File: src/mcw_pkg.sv
package mcw_pkg;

  // symbol alphabet: one need entry per byte value
  localparam int SYM_W    = 8;
  localparam int ALPHABET = 2 ** SYM_W;

  localparam int MAX_TEXT_DEF = 1024;

  // fixed result field widths
  localparam int START_W = 10;
  localparam int LEN_W   = 11;

  localparam logic ACT_PATTERN = 1'b0;
  localparam logic ACT_TEXT    = 1'b1;

  // control group for the need table
  typedef struct packed {
    logic             rd_en;
    logic [SYM_W-1:0] rd_addr;
    logic             wr_en;
    logic [SYM_W-1:0] wr_addr;
    logic             clr;
  } nt_ctrl_t;

endpackage

File: src/mcw_need_table.sv
// Per-symbol need count, registered read; valid bit doubles as in-pattern flag.
module mcw_need_table #(
  parameter int NW = 12
) (
  input  logic                   clk,
  input  logic                   rst,
  input  mcw_pkg::nt_ctrl_t      ctrl,
  input  logic signed [NW-1:0]   wr_data,
  output logic                   rd_hit,
  output logic signed [NW-1:0]   rd_need
);

  logic [NW-1:0]                mem [mcw_pkg::ALPHABET];
  logic [mcw_pkg::ALPHABET-1:0] vld;
  logic [NW-1:0]                mem_q;
  logic                         vld_q;

  always_ff @(posedge clk) begin
    if (ctrl.wr_en) begin
      mem[ctrl.wr_addr] <= wr_data;
    end
    if (ctrl.rd_en) begin
      mem_q <= mem[ctrl.rd_addr];
    end
  end

  always_ff @(posedge clk) begin
    if (rst || ctrl.clr) begin
      vld   <= '0;
      vld_q <= 1'b0;
    end else begin
      if (ctrl.wr_en) begin
        vld[ctrl.wr_addr] <= 1'b1;
      end
      if (ctrl.rd_en) begin
        vld_q <= vld[ctrl.rd_addr];
      end
    end
  end

  // entry never written this query reads as zero
  assign rd_hit  = vld_q;
  assign rd_need = vld_q ? $signed(mem_q) : '0;

endmodule

File: config.mk
export PLATFORM = sky130hd
export DESIGN_NAME = mcw_need_table
export DESIGN_NICKNAME = d
export VERILOG_FILES = /design/src/mcw_pkg.sv /design/src/mcw_need_table.sv
export SDC_FILE = /design/constraint.sdc
export NUM_CORES = 2
export LEC_CHECK = 0
export BUFFER_PORTS_ARGS = -buffer_cell sky130_fd_sc_hd__buf_2
export CAP_MARGIN = 0
export CORE_MARGIN = 3
export CORE_UTILIZATION = 62
export DETAILED_ROUTE_END_ITERATION = 8
export PLACE_DENSITY = 0.78
export SLEW_MARGIN = 0
export SYNTH_ARGS = -nofsm -noshare
export SYNTH_HDL_FRONTEND = slang
export SYNTH_SLANG_ARGS = --single-unit
File: constraint.sdc
create_clock -name clk -period 4.9 [get_ports clk]
set_input_delay 0.98 -clock clk [delete_from_list [all_inputs] [get_ports clk]]
set_output_delay 0.98 -clock clk [all_outputs]
set_load 0.1 [all_outputs]
==> metrics.txt <==
first-pass GRT wire length 484,000 µm; async set or reset register ratio after synthesis 0%; gpl congestion 0.905; Max IR drop VDD 390 µV; Post-synth EDFFs 3,084; Slew headroom -1.70%; initial DRC count 10,900; DRC 0; Die H 458 µm; HP Class reg -> reg; CP Capture Point mem_q[6]; largest area contributor in the netlist edfxtp_1; Synth cell types 44; required time worst endpoint 5.58 ns; via count 66,500; first drt pass iteration count 6; Max Fclk 222 MHz; Slew Limit Fails 2; top cell type's share of synthesized area 73.2%; TritonCTS sink count 3,341; Hold Buf Count CTS 0; Hold Path Depth 1; max capacitance violation total 1; Num CTS Buffers 330; layout cells sized above 1 27.9%; Post-CTS Resized 0; total track usage 32.3%; hold slack 0.463 ns; CP top delay family simple AND/OR/NAND/NOR gates; H-tree levels 5; clock transition at the registers of the reported paths 0.07 ns; Worst Skew 0.0558 ns; # IOs 46; final hold vios 0; CP endpoint kind flop; Finish-stage setup viols 0; Reg-to-Reg End mem_q[6]; Initial Util 62.5%; Worst-Skew Late Latency 0.93 ns; critical-path maximum fanout 62; fin util 70.9%; worst setup path startpoint ctrl[11]; crit path DAT 5.19 ns; wire length after detailed routing 334,000 µm; Synth area leaders edfxtp_1, mux4_2, dfxtp_1, a22oi_1, o21a_1; startpoint types input pin; Syn Inst Count 5,910; nets@finish 6,464; mean post-synth cell area 21.4 µm²; initial antenna violation count 25; Post-Syn Area 0.126 mm²; worst-path cell chain buf_8 -> buf_12 -> mux4_2 -> a22oi_1 -> a21oi_1 -> nor4_1 -> o22ai_1 -> or2_1; synthesized flop and latch total 3,341; power per cell area 408 mW/mm²; Crit-path slowest cell nor4_1; Worst Max-Slew Pin Slew 1.51 ns; synthesized net count 5,943; crit path buf inv count 2; Worst R2R Start mem[127][6]; r2r setup slk 1.12 ns; Routed Antenna Nets 0; Post-CTS Setup Bufs 0; Root Driver clkbuf_16; TritonCTS clock tree done; Most used DFF post-synth edfxtp_1; final critical-path required period 4.51 ns; RSZ-0062 raised after global routing false; failing checks max-capacitance violations, max-slew violations; clk buf depth 4; WP depth 8; Die W 458 µm; Syn. warnings 0; Setup Crit Path Kind in -> reg; core area 0.203 mm²; Layout area overhead 13.5%; Final Cycle Share 92.0%; via/cell ratio 7.10; port bufs 45; number of global-route vias before repair 67,000; status finished with violations; hold path startpoint vld[251]; largest stage delay on the critical path 1.28 ns; reg2reg path depth 6; FP Rows 165; die area 0.209 mm²; leakage power 45.4 nW; dpl hpwl 194,000 µm; Overflow after GRT 0; routed length per instance 35.7 µm; largest net degree at the start of global routing 145; sequential share of the synthesized area 77.3%
-- layout make-up --
class                   count  area, µm²
flip-flops and latches   3341      97800
fillers                 11100      58900
multi-input cells        2188      27100
clock buffers             430       8950
repair buffers            565       5080
well taps                2672       3340
clock inverters           149       1350
diodes                     14       35.0
inverters                   5       18.8
-- worst min path at each step --
stage | to
floorplan | vld[198]
global placement | vld[118]
detailed placement | vld[251]
CTS | vld[251]
global route | mem[20][4]
finish | vld[251]
-- cells by family after synthesis --
logic type | after synthesis | synth area share (%)
flops | 3341 | 77.3
compound gates | 875 | 4.79
mux | 845 | 14.9
simple gates | 468 | 1.64
buf+inv | 381 | 1.37
-- report_power, final --
| group | switching, mW | internal, mW | total, mW |
|---|---|---|---|
| registers | 0.0366 | 31.2 | 31.2 |
| clock network | 10.3 | 14.1 | 24.4 |
| logic | 1.86 | 1.00 | 2.87 |
-- per-stage QoR --
step                setup TNS [ns]  cells  power, mW  setup WS, ns  cell area (µm²)
floorplan                        0   5910       33.2          1.65           126000
global placement            -0.287   8770       34.5        -0.156           133000
detailed placement          -0.318   8770       34.6        -0.156           133000
CTS                              0   9349       58.7         0.769           144000
global route                     0   9362       59.9         0.525           144000
finish                           0   9364       58.5         0.391           144000
-- state kept, by name, summed over array words and instances (netlist names) --
register  flops
mem        3072
vld         256
mem_q        12
rd_hit        1
-- per-layer routing --
layer  up-vias  routed length [µm]  global-route usage, %
li1      25900                   -                      -
met1     34400              114000                   44.2
met2      5182              157000                   49.2
met3       958               43700                   8.54
met4        18               19500                   16.1
met5         -                 163                      0
-- layout by cell type, fill, tap and decap left out, types with 25 or more instances in the layout --
cell / Yosys / layout
clkinv_1: 0 / 60
edfxtp_1: 3084 / 3084
clkbuf_16: 0 / 336
buf_4: 15 / 454
nor4_1: 53 / 52
bufinv_16: 0 / 25
mux4_2: 833 / 833
clkbuf_1: 254 / 75
dfxtp_1: 257 / 257
a21oi_1: 196 / 196
o22ai_1: 26 / 26
buf_12: 0 / 66
o21a_1: 240 / 240
buf_2: 72 / 32
a22oi_1: 387 / 387
nand2_1: 32 / 28
clkinv_2: 0 / 50
nor2_1: 301 / 299
-- Yosys cell counts, types with 2 or more instances --
cell / instances
a221oi_1: 2
mux2i_1: 10
a21oi_1: 196
dfxtp_1: 257
inv_2: 2
buf_2: 72
o22ai_1: 26
and2_1: 13
clkbuf_1: 254
a31oi_1: 2
mux2_2: 2
buf_1: 15
o21a_1: 240
a211oi_1: 4
nor3_1: 3
a22oi_1: 387
o21ai_0: 2
buf_4: 15
a22o_1: 5
nand4_1: 8
buf_6: 20
mux4_2: 833
o221ai_1: 2
nor4_1: 53
inv_1: 3
nand2_1: 32
or2_2: 4
nor3b_1: 2
edfxtp_1: 3084
or2_1: 12
nor2b_1: 12
nand3_1: 23
a211o_1: 2
nand2b_1: 3
nor2_1: 301
Power figures use the tool's default switching activity.
